## config.mk

```make
export PLATFORM = sky130hd
export DESIGN_NAME = datetime_difference_flat
export DESIGN_NICKNAME = d
export VERILOG_FILES = /design/src/rtl/dtd_pkg.sv /design/src/rtl/dtd_if.sv /design/src/rtl/dtd_prep.sv /design/src/rtl/dtd_jdn.sv /design/src/rtl/datetime_difference.sv /design/src/flat_wrapper.sv
export SDC_FILE = /design/constraint.sdc
export NUM_CORES = 1
export LEC_CHECK = 0
export ABC_AREA = 1
export BUFFER_PORTS_ARGS = -buffer_cell sky130_fd_sc_hd__buf_2
export CAP_MARGIN = 25
export CORE_MARGIN = 2
export CORE_UTILIZATION = 25
export CTS_BUF_LIST = sky130_fd_sc_hd__clkbuf_4 sky130_fd_sc_hd__clkbuf_8
export DETAILED_ROUTE_END_ITERATION = 10
export GPL_ROUTABILITY_DRIVEN = 0
export PLACE_DENSITY = 0.45
export SYNTH_ARGS = -nofsm -noshare
export SYNTH_HDL_FRONTEND = slang
export SYNTH_HIERARCHICAL = 1
export SYNTH_SLANG_ARGS = --single-unit
```

## constraint.sdc

```tcl
create_clock -name i_clk -period 5.7 [get_ports i_clk]
set_input_delay 0.285 -clock i_clk [delete_from_list [all_inputs] [get_ports i_clk]]
set_output_delay 0.285 -clock i_clk [all_outputs]
set_load 0.01 [all_outputs]
```

## src/rtl/dtd_pkg.sv

```systemverilog
// dtd_pkg: shared types, constants and tables for the datetime difference block
// no dependencies; used by the interfaces and every module of the block
`timescale 1ns / 1ps
`default_nettype none

package dtd_pkg;

    // field widths
    localparam int YearW  = 12;
    localparam int MonthW = 4;
    localparam int DayW   = 5;
    localparam int HourW  = 5;
    localparam int MinW   = 6;
    localparam int DaysW  = 21;

    // day number arithmetic
    localparam int YearAdjW  = YearW + 1;          // year may drop to -1
    localparam int SumW      = 14;                 // year + offset, up to 8811
    localparam int ProdW     = 24;                 // 1461 * sum
    localparam int CentW     = 6;                  // century count, up to 40
    localparam int CentProdW = 25;                 // year * reciprocal of 100
    localparam int MtermW    = 9;                  // month term, up to 489
    localparam int JdW       = 23;                 // partial day number
    localparam int DiffW     = 25;                 // signed day difference

    localparam int YearOff    = 4716;
    localparam int YearMul    = 1461;              // days in four years
    localparam int CentMul    = 5243;              // ceil(2^19 / 100)
    localparam int CentShift  = 19;
    localparam int GregBase   = 2;
    localparam int MinPerHour = 60;
    localparam int HourPerDay = 24;
    localparam int LastShifted = 2;                // february, last month moved back

    // one input transfer
    typedef struct packed {
        logic [YearW-1:0]  later_year;
        logic [MonthW-1:0] later_month;
        logic [DayW-1:0]   later_day;
        logic [HourW-1:0]  later_hour;
        logic [MinW-1:0]   later_minute;
        logic [YearW-1:0]  earlier_year;
        logic [MonthW-1:0] earlier_month;
        logic [DayW-1:0]   earlier_day;
        logic [HourW-1:0]  earlier_hour;
        logic [MinW-1:0]   earlier_minute;
    } t_dtd_in;

    // one output transfer
    typedef struct packed {
        logic             status;
        logic [DaysW-1:0] elapsed_days;
        logic [HourW-1:0] elapsed_hours;
        logic [MinW-1:0]  elapsed_minutes;
    } t_dtd_out;

    // stage enables handed to the day number unit
    typedef struct packed {
        logic en2;
        logic en3;
    } t_jdn_ctl;

    // floor(30.6001 * (m + 1)) with january and february as months 13 and 14
    function automatic logic [MtermW-1:0] month_term(input logic [MonthW-1:0] m);
        logic [MtermW-1:0] v;
        unique case (m)
            4'd0:  v = 9'd397;
            4'd1:  v = 9'd428;
            4'd2:  v = 9'd459;
            4'd3:  v = 9'd122;
            4'd4:  v = 9'd153;
            4'd5:  v = 9'd183;
            4'd6:  v = 9'd214;
            4'd7:  v = 9'd244;
            4'd8:  v = 9'd275;
            4'd9:  v = 9'd306;
            4'd10: v = 9'd336;
            4'd11: v = 9'd367;
            4'd12: v = 9'd397;
            4'd13: v = 9'd428;
            4'd14: v = 9'd459;
            4'd15: v = 9'd489;
        endcase
        return v;
    endfunction

endpackage

`default_nettype wire

```

## src/rtl/dtd_if.sv

```systemverilog
// dtd_in_if, dtd_out_if: valid/ready channels carrying the timestamp pair and the result
// depends on dtd_pkg for the payload types
`timescale 1ns / 1ps
`default_nettype none

interface dtd_in_if;
    logic             valid;
    logic             ready;
    dtd_pkg::t_dtd_in data;

    modport source (output valid, output data, input ready);
    modport sink   (input valid, input data, output ready);
endinterface

interface dtd_out_if;
    logic              valid;
    logic              ready;
    dtd_pkg::t_dtd_out data;

    modport source (output valid, output data, input ready);
    modport sink   (input valid, input data, output ready);
endinterface

`default_nettype wire

```

## src/rtl/dtd_prep.sv

```systemverilog
// dtd_prep: moves january and february to the year before and looks up the month term
// depends on dtd_pkg
`timescale 1ns / 1ps
`default_nettype none

module dtd_prep (
    input  wire logic        [dtd_pkg::YearW-1:0]    i_year,
    input  wire logic        [dtd_pkg::MonthW-1:0]   i_month,
    output logic signed      [dtd_pkg::YearAdjW-1:0] o_year_adj,
    output logic             [dtd_pkg::MtermW-1:0]   o_mterm
);
    import dtd_pkg::*;

    logic signed [YearAdjW-1:0] w_year_s;
    logic                       w_shift;

    // months up to february count as months 13 and 14 of the year before
    assign w_year_s   = $signed({1'b0, i_year});
    assign w_shift    = (i_month <= MonthW'(LastShifted));
    assign o_year_adj = w_shift ? (w_year_s - YearAdjW'(1)) : w_year_s;
    assign o_mterm    = month_term(i_month);

endmodule

`default_nettype wire

```

## src/rtl/dtd_jdn.sv

```systemverilog
// dtd_jdn: two register stages forming a partial julian day number (constant offset dropped)
// depends on dtd_pkg; stage enables come from the pipeline control in the top level
`timescale 1ns / 1ps
`default_nettype none

module dtd_jdn (
    input  wire logic                                 i_clk,
    input  wire dtd_pkg::t_jdn_ctl                    i_ctl,
    input  wire logic signed [dtd_pkg::YearAdjW-1:0]  i_year_adj,
    input  wire logic        [dtd_pkg::MtermW-1:0]    i_mterm,
    input  wire logic        [dtd_pkg::DayW-1:0]      i_day,
    output logic             [dtd_pkg::JdW-1:0]       o_jd
);
    import dtd_pkg::*;

    logic signed [SumW:0]        w_sum_s;
    logic [SumW-1:0]             w_sum;
    logic [YearW-1:0]            w_ypos;
    logic [CentProdW-1:0]        w_cprod;
    logic [ProdW-1:0]            n_prod;
    logic [CentW-1:0]            n_cent;

    logic [ProdW-1:0]            r_prod;
    logic [CentW-1:0]            r_cent;
    logic [MtermW-1:0]           r_mterm;
    logic [DayW-1:0]             r_day;
    logic [JdW-1:0]              r_jd;
    logic [JdW-1:0]              n_jd;

    // stage 2: year term and century count, one multiplier each
    assign w_sum_s = (SumW+1)'(i_year_adj) + (SumW+1)'(YearOff);
    assign w_sum   = w_sum_s[SumW-1:0];
    assign n_prod  = ProdW'(w_sum) * ProdW'(YearMul);
    // a year of -1 has century 0 under truncation toward zero
    assign w_ypos  = i_year_adj[YearAdjW-1] ? '0 : i_year_adj[YearW-1:0];
    assign w_cprod = CentProdW'(w_ypos) * CentProdW'(CentMul);
    assign n_cent  = CentW'(w_cprod >> CentShift);

    always_ff @(posedge i_clk) begin
        if (i_ctl.en2) begin
            r_prod  <= n_prod;
            r_cent  <= n_cent;
            r_mterm <= i_mterm;
            r_day   <= i_day;
        end
    end

    // stage 3: sum of the terms with the gregorian correction
    assign n_jd = JdW'(r_prod[ProdW-1:2]) + JdW'(r_mterm) + JdW'(r_day)
                + JdW'(GregBase) + JdW'(r_cent[CentW-1:2]) - JdW'(r_cent);

    always_ff @(posedge i_clk) begin
        if (i_ctl.en3) begin
            r_jd <= n_jd;
        end
    end

    assign o_jd = r_jd;

endmodule

`default_nettype wire

```

## src/rtl/datetime_difference.sv

```systemverilog
// datetime_difference: elapsed days, hours and minutes between two timestamps
// depends on dtd_pkg, dtd_if, dtd_prep and dtd_jdn
//
//   channel   dir   payload                                  transfer when
//   i_in      in    t_dtd_in  (later and earlier stamp)      valid && ready
//   o_out     out   t_dtd_out (status, days, hours, minutes) valid && ready
//
// four register stages: stamp prep and compare, multiplies, day number sums,
// then the day difference into the output register.
// one transfer is taken every cycle unless a stall at the output backs up to stage 1.
// reset (i_rst_n low at a clock edge) clears all stage valid bits.
// a stall at the output holds the full stages; bubbles in front still fill.
`timescale 1ns / 1ps
`default_nettype none

module datetime_difference (
    input  wire logic  i_clk,
    input  wire logic  i_rst_n,
    dtd_in_if.sink     i_in,
    dtd_out_if.source  o_out
);
    import dtd_pkg::*;

    localparam int DiffSmallW = 8;

    // pipeline control
    logic     r_v1, r_v2, r_v3, r_vo;
    logic     w_en1, w_en2, w_en3, w_en4;
    t_jdn_ctl w_jctl;

    assign w_en4 = !r_vo || o_out.ready;
    assign w_en3 = !r_v3 || w_en4;
    assign w_en2 = !r_v2 || w_en3;
    assign w_en1 = !r_v1 || w_en2;
    assign i_in.ready   = w_en1;
    assign w_jctl.en2   = w_en2;
    assign w_jctl.en3   = w_en3;

    always_ff @(posedge i_clk) begin
        if (!i_rst_n) begin
            r_v1 <= 1'b0;
            r_v2 <= 1'b0;
            r_v3 <= 1'b0;
            r_vo <= 1'b0;
        end else begin
            if (w_en1) r_v1 <= i_in.valid;
            if (w_en2) r_v2 <= r_v1;
            if (w_en3) r_v3 <= r_v2;
            if (w_en4) r_vo <= r_v3;
        end
    end

    // stage 1: month shift, lexical compare, hour and minute differences
    logic signed [YearAdjW-1:0]   w_yl, w_ye;
    logic        [MtermW-1:0]     w_ml, w_me;
    logic                         n_lex;
    logic signed [DiffSmallW-1:0] n_dh, n_dm;

    dtd_prep u_prep_l (.i_year(i_in.data.later_year), .i_month(i_in.data.later_month),
                       .o_year_adj(w_yl), .o_mterm(w_ml));
    dtd_prep u_prep_e (.i_year(i_in.data.earlier_year), .i_month(i_in.data.earlier_month),
                       .o_year_adj(w_ye), .o_mterm(w_me));

    assign n_lex = {i_in.data.later_year, i_in.data.later_month, i_in.data.later_day,
                    i_in.data.later_hour, i_in.data.later_minute}
                 < {i_in.data.earlier_year, i_in.data.earlier_month, i_in.data.earlier_day,
                    i_in.data.earlier_hour, i_in.data.earlier_minute};
    assign n_dh = $signed(DiffSmallW'(i_in.data.later_hour))
                - $signed(DiffSmallW'(i_in.data.earlier_hour));
    assign n_dm = $signed(DiffSmallW'(i_in.data.later_minute))
                - $signed(DiffSmallW'(i_in.data.earlier_minute));

    logic signed [YearAdjW-1:0]   r1_yl, r1_ye;
    logic        [MtermW-1:0]     r1_ml, r1_me;
    logic        [DayW-1:0]       r1_dl, r1_de;
    logic                         r1_lex;
    logic signed [DiffSmallW-1:0] r1_dh, r1_dm;

    always_ff @(posedge i_clk) begin
        if (w_en1) begin
            r1_yl  <= w_yl;
            r1_ye  <= w_ye;
            r1_ml  <= w_ml;
            r1_me  <= w_me;
            r1_dl  <= i_in.data.later_day;
            r1_de  <= i_in.data.earlier_day;
            r1_lex <= n_lex;
            r1_dh  <= n_dh;
            r1_dm  <= n_dm;
        end
    end

    // stages 2 and 3 of the day numbers
    logic [JdW-1:0] w_jd_l, w_jd_e;

    dtd_jdn u_jdn_l (.i_clk(i_clk), .i_ctl(w_jctl), .i_year_adj(r1_yl),
                     .i_mterm(r1_ml), .i_day(r1_dl), .o_jd(w_jd_l));
    dtd_jdn u_jdn_e (.i_clk(i_clk), .i_ctl(w_jctl), .i_year_adj(r1_ye),
                     .i_mterm(r1_me), .i_day(r1_de), .o_jd(w_jd_e));

    // stage 2: minute borrow, floor split by 60
    logic signed [1:0]            n_k;
    logic        [MinW-1:0]       n_min;

    always_comb begin
        priority if (r1_dm < -DiffSmallW'(MinPerHour)) begin
            n_k   = -2'sd2;
            n_min = MinW'(r1_dm + DiffSmallW'(2 * MinPerHour));
        end else if (r1_dm < 0) begin
            n_k   = -2'sd1;
            n_min = MinW'(r1_dm + DiffSmallW'(MinPerHour));
        end else if (r1_dm >= DiffSmallW'(MinPerHour)) begin
            n_k   = 2'sd1;
            n_min = MinW'(r1_dm - DiffSmallW'(MinPerHour));
        end else begin
            n_k   = 2'sd0;
            n_min = MinW'(r1_dm);
        end
    end

    logic                         r2_lex;
    logic signed [DiffSmallW-1:0] r2_dh;
    logic signed [1:0]            r2_k;
    logic        [MinW-1:0]       r2_min;

    always_ff @(posedge i_clk) begin
        if (w_en2) begin
            r2_lex <= r1_lex;
            r2_dh  <= r1_dh;
            r2_k   <= n_k;
            r2_min <= n_min;
        end
    end

    // stage 3: hour borrow, floor split by 24
    logic signed [DiffSmallW-1:0] w_h2;
    logic signed [1:0]            n_j;
    logic        [HourW-1:0]      n_hour;

    assign w_h2 = r2_dh + DiffSmallW'(r2_k);

    always_comb begin
        priority if (w_h2 < -DiffSmallW'(HourPerDay)) begin
            n_j    = -2'sd2;
            n_hour = HourW'(w_h2 + DiffSmallW'(2 * HourPerDay));
        end else if (w_h2 < 0) begin
            n_j    = -2'sd1;
            n_hour = HourW'(w_h2 + DiffSmallW'(HourPerDay));
        end else if (w_h2 >= DiffSmallW'(HourPerDay)) begin
            n_j    = 2'sd1;
            n_hour = HourW'(w_h2 - DiffSmallW'(HourPerDay));
        end else begin
            n_j    = 2'sd0;
            n_hour = HourW'(w_h2);
        end
    end

    logic                   r3_lex;
    logic [MinW-1:0]        r3_min;
    logic [HourW-1:0]       r3_hour;
    logic signed [1:0]      r3_j;

    always_ff @(posedge i_clk) begin
        if (w_en3) begin
            r3_lex  <= r2_lex;
            r3_min  <= r2_min;
            r3_hour <= n_hour;
            r3_j    <= n_j;
        end
    end

    // stage 4: day difference, sign check, output register
    logic signed [DiffW-1:0] w_days;
    logic                    w_bad;
    t_dtd_out                n_out, r_out;

    assign w_days = $signed(DiffW'(w_jd_l)) - $signed(DiffW'(w_jd_e)) + DiffW'(r3_j);
    assign w_bad  = r3_lex || w_days[DiffW-1];

    always_comb begin
        n_out.status          = w_bad;
        n_out.elapsed_days    = w_bad ? '0 : w_days[DaysW-1:0];
        n_out.elapsed_hours   = w_bad ? '0 : r3_hour;
        n_out.elapsed_minutes = w_bad ? '0 : r3_min;
    end

    always_ff @(posedge i_clk) begin
        if (w_en4) begin
            r_out <= n_out;
        end
    end

    assign o_out.valid = r_vo;
    assign o_out.data  = r_out;

`ifndef ASSERT_OFF
    a_err_zero: assert property (@(posedge i_clk) disable iff (!i_rst_n)
        (r_vo && r_out.status) |-> (r_out.elapsed_days == '0 && r_out.elapsed_hours == '0
                                    && r_out.elapsed_minutes == '0))
        else $error("error result carries nonzero elapsed fields");

    a_split_range: assert property (@(posedge i_clk) disable iff (!i_rst_n)
        r_vo |-> (r_out.elapsed_hours < HourW'(HourPerDay)
                  && r_out.elapsed_minutes < MinW'(MinPerHour)))
        else $error("hours or minutes out of range");

    a_accept_fills: assert property (@(posedge i_clk) disable iff (!i_rst_n)
        (i_in.valid && i_in.ready) |=> r_v1)
        else $error("accepted transfer did not enter stage 1");

    a_stall_holds: assert property (@(posedge i_clk) disable iff (!i_rst_n)
        (r_v3 && r_vo && !o_out.ready) |=> r_v3)
        else $error("stage 3 item lost during output stall");
`endif

endmodule

`default_nettype wire
```

## src/flat_wrapper.sv

```systemverilog
// flat-port wrapper written by rule: the top's interface ports become plain ports
module datetime_difference_flat import dtd_pkg::*;
  (i_clk, i_rst_n, i_in_valid, i_in_data, i_in_ready, o_out_valid, o_out_data, o_out_ready);
  dtd_in_if i_in_i ();
  dtd_out_if o_out_i ();
  input  wire logic i_clk;
  input  wire logic i_rst_n;
  input wire logic [$bits(i_in_i.valid)-1:0] i_in_valid;
  input wire logic [$bits(i_in_i.data)-1:0] i_in_data;
  output wire logic [$bits(i_in_i.ready)-1:0] i_in_ready;
  output wire logic [$bits(o_out_i.valid)-1:0] o_out_valid;
  output wire logic [$bits(o_out_i.data)-1:0] o_out_data;
  input wire logic [$bits(o_out_i.ready)-1:0] o_out_ready;
  assign i_in_i.valid = i_in_valid;
  assign i_in_i.data = i_in_data;
  assign i_in_ready = i_in_i.ready;
  assign o_out_valid = o_out_i.valid;
  assign o_out_data = o_out_i.data;
  assign o_out_i.ready = o_out_ready;
  datetime_difference u_core (.i_clk(i_clk), .i_rst_n(i_rst_n), .i_in(i_in_i), .o_out(o_out_i));
endmodule
```

==> flow_summary.ini <==
[place]
place_ws_ps = 64.8
port_buffers = 102
dp_hpwl_um = 67800
dp_cells = 5441

[timing]
setup_slack_ps = 306
max_slew_margin_pct = 40.4
fin_crit_ps = 5390
hold_viol = 0
fin_skew_ps = 25.6
fin_crit_sh_pct = 94.6
setup_viol = 0
fmax_ghz = 0.185
tightest_slew_ps = 895
maxSlewViolCount = 0

[global_route]
grt_overflow = 0
grtUsageTotal_pct = 12.0
grt_pass1_wl_um = 126000
grt_max_degree = 63
grt_pass1_vias = 23900
antenna_found_initial = 7

[floorplanning]
initial_core_util_pct = 25.2
die_w_um = 360
num_rows = 130
pin_count = 103
dieArea_mm2 = 0.129
coreArea_mm2 = 0.126
die_h_um = 360

[yosys]
synth_edf_count = 260
synth_seq_cells = 264
synth_fp_nets = 4501
synth.most_common_cell = inv_1
async_reset_ff_share_pct = 0
ys_top_cells_by_count = inv_1, nand2_1, ha_1, edfxtp_1, nor2_1
synth_top_flop_cell = edfxtp_1
ys_types = 55
synth_top_area_share_pct = 24.7
ys_warn_count = 6
synth_top_area_cell = edfxtp_1
yosysSeqAreaShare_pct = 24.9
yosys-top-cells-area = edfxtp_1, ha_1, fa_1, inv_1, nand2_1
syn_inst = 3672
syn_area_mm2 = 0.0317
syn_area_per_cell_um2 = 8.62

[setup_path]
cp.required_ps = 6100
endpoint_kind = flip-flop
path_max_fanout = 5
critical_path_class = flip-flop to flip-flop
cp_slowest_stage_delay_ps = 550
slowest_stage = fa_1
worstPathArrival_ps = 5790
crit_path_start_kind = flip-flop

[routing]
route.detailed.drc = 0
routed.top_layer = met5
drt_first_iter_violations = 1228
finalWirelength_um = 77900
wire_per_inst_um = 14.0
route.met3.wl_um = 2660
wl_met2_um = 33100
drt-pass1-iter-count = 5
vias = 23500
vias_per_cell = 4.22
met1_length_um = 40200
antenna_left = 0

[clock_network]
root_buffer = clkbuf_8
cts_sinks = 264
clk_pin_slew_ps = 60
numCtsBuffers = 47
clock_path_buffers = 3
htree_levels = 2
tritoncts = built
clk-insertion-delay-late_ps = 640

[final_layout]
multiInputGateArea_mm2 = 0.0205
final_cells = 5572
area_growth_pct = 13.2
nets = 4712
drive_gt1_share_pct = 9.57
fillCellCount = 13600
seqCellArea_mm2 = 0.00789

[job]
cap_viol_max_count = 0

[run_status]
status = completed

[worst_hold_path]
hp-class = primary input to flip-flop
-- critical path, delay by kind of cell, from the launching register on --
kind / cells / cell delay [ps]
buffers and inverters: 8 / 480
XOR/XNOR: 1 / 170
flip-flops: 1 / 390
adder cells (fa/ha/maj): 7 / 2890
AO/OA/AOI/OAI: 1 / 180
AND/OR/NAND/NOR: 11 / 1040
-- per-stage QoR --
| stage | hold WS (ps) | area [um2] | setup TNS (ps) | utilization [%] |
|---|---|---|---|---|
| final | 80.6 | 35800 | 0 | 28.5 |
| after global routing | 50.1 | 35800 | -41.6 | 28.5 |
| after CTS | 1.43 | 35700 | 0 | 28.4 |
| after detailed placement | 405 | 34300 | 0 | 27.3 |
| after global placement | 402 | 34300 | 0 | 27.3 |
| after floorplan | 384 | 31700 | 0 | - |
-- state kept, by name (all words and copies together) (netlist names), 6 cells and up --
signal                  cells
u_core/r1_dm                7
u_core/r1_me                9
u_core/r1_dh                6
u_core/u_jdn_e/r_prod      22
u_core/r2_min               6
u_core/r3_min               6
u_core/r2_dh                6
u_core/u_jdn_e/r_mterm      9
u_core/u_jdn_l/r_mterm      9
u_core/r1_yl               13
u_core/r1_ml                9
u_core/o_out.data          33
u_core/u_jdn_e/o_jd        23
u_core/u_jdn_l/r_prod      22
u_core/u_jdn_l/o_jd        23
u_core/u_jdn_e/r_cent       6
u_core/r1_ye               13
u_core/u_jdn_l/r_cent       6
-- cells by family (layout without fill, tap and decap cells) --
kind of cell               Yosys count  count (layout)  synth area share (%)
xor gates and xnor gates           133             133                  3.70
AOI/OAI and AO/OA                  407             407                  7.21
other                                0               4                     0
adders and majority gates          761             761                  35.4
DFF                                264             264                  24.9
buffers and inverters              875            1121                  10.7
and+or+nand+nor                   1232            1232                  18.1
-- layout make-up --
| class | instances | share of cell area, % |
|---|---|---|
| Inverter | 860 | 9.02 |
| Sequential cell | 264 | 22.0 |
| Antenna cell | 4 | 0.0279 |
| Timing Repair Buffer | 177 | 3.26 |
| Clock buffer | 64 | 2.23 |
| Tap cell | 1650 | 5.76 |
| Multi-Input combinational cell | 2533 | 57.3 |
| Clock inverter | 20 | 0.384 |
-- metal layers --
layer  global-route usage (%)  up-vias
li1                         -    12300
met5                        0        -
met2                     18.8      363
met1                     17.3    10800
met3                     1.52      100
met4                     3.12        6
-- cells in the final DEF, fill, tap and decap left out, drive strengths merged, types with 7 or more instances in the layout --
cell           n
dlygate4sd3   38
nand4         79
a21oi        216
o21ai        119
inv          861
a21o          21
ha           536
nand3b        10
xor2          94
nand3        163
fa           225
nor3          25
edfxtp       260
nor2         284
clkbuf        64
xnor2         39
or2            7
buf          139
o21a          16
nand2        656
clkinv        17
a21boi         8
-- repair_timing --
item,4_1_cts,5_1_grt
buffers inserted,0,5
endpoints found under the hold margin,40,0
setup endpoints to repair,0,18
gates resized for setup,0,38
hold buffers,38,0
-- worst paths after layout --
path | from | end | slack [ps] | depth (start not counted)
setup / recovery | u_core/r1_yl[2] | u_core/u_jdn_l/r_prod[21] | 310 | 28
hold / removal | i_in_data[0] | u_core/r1_dm[0] | 80 | 3
setup reg to reg | u_core/r1_yl[2] | u_core/u_jdn_l/r_prod[21] | 310 | 28
hold reg to reg | u_core/r2_min[4] | u_core/r3_min[4] | 410 | 0
Power is not shown: default switching activity piles up to over one toggle a cycle in this logic, so the estimate is an artifact.
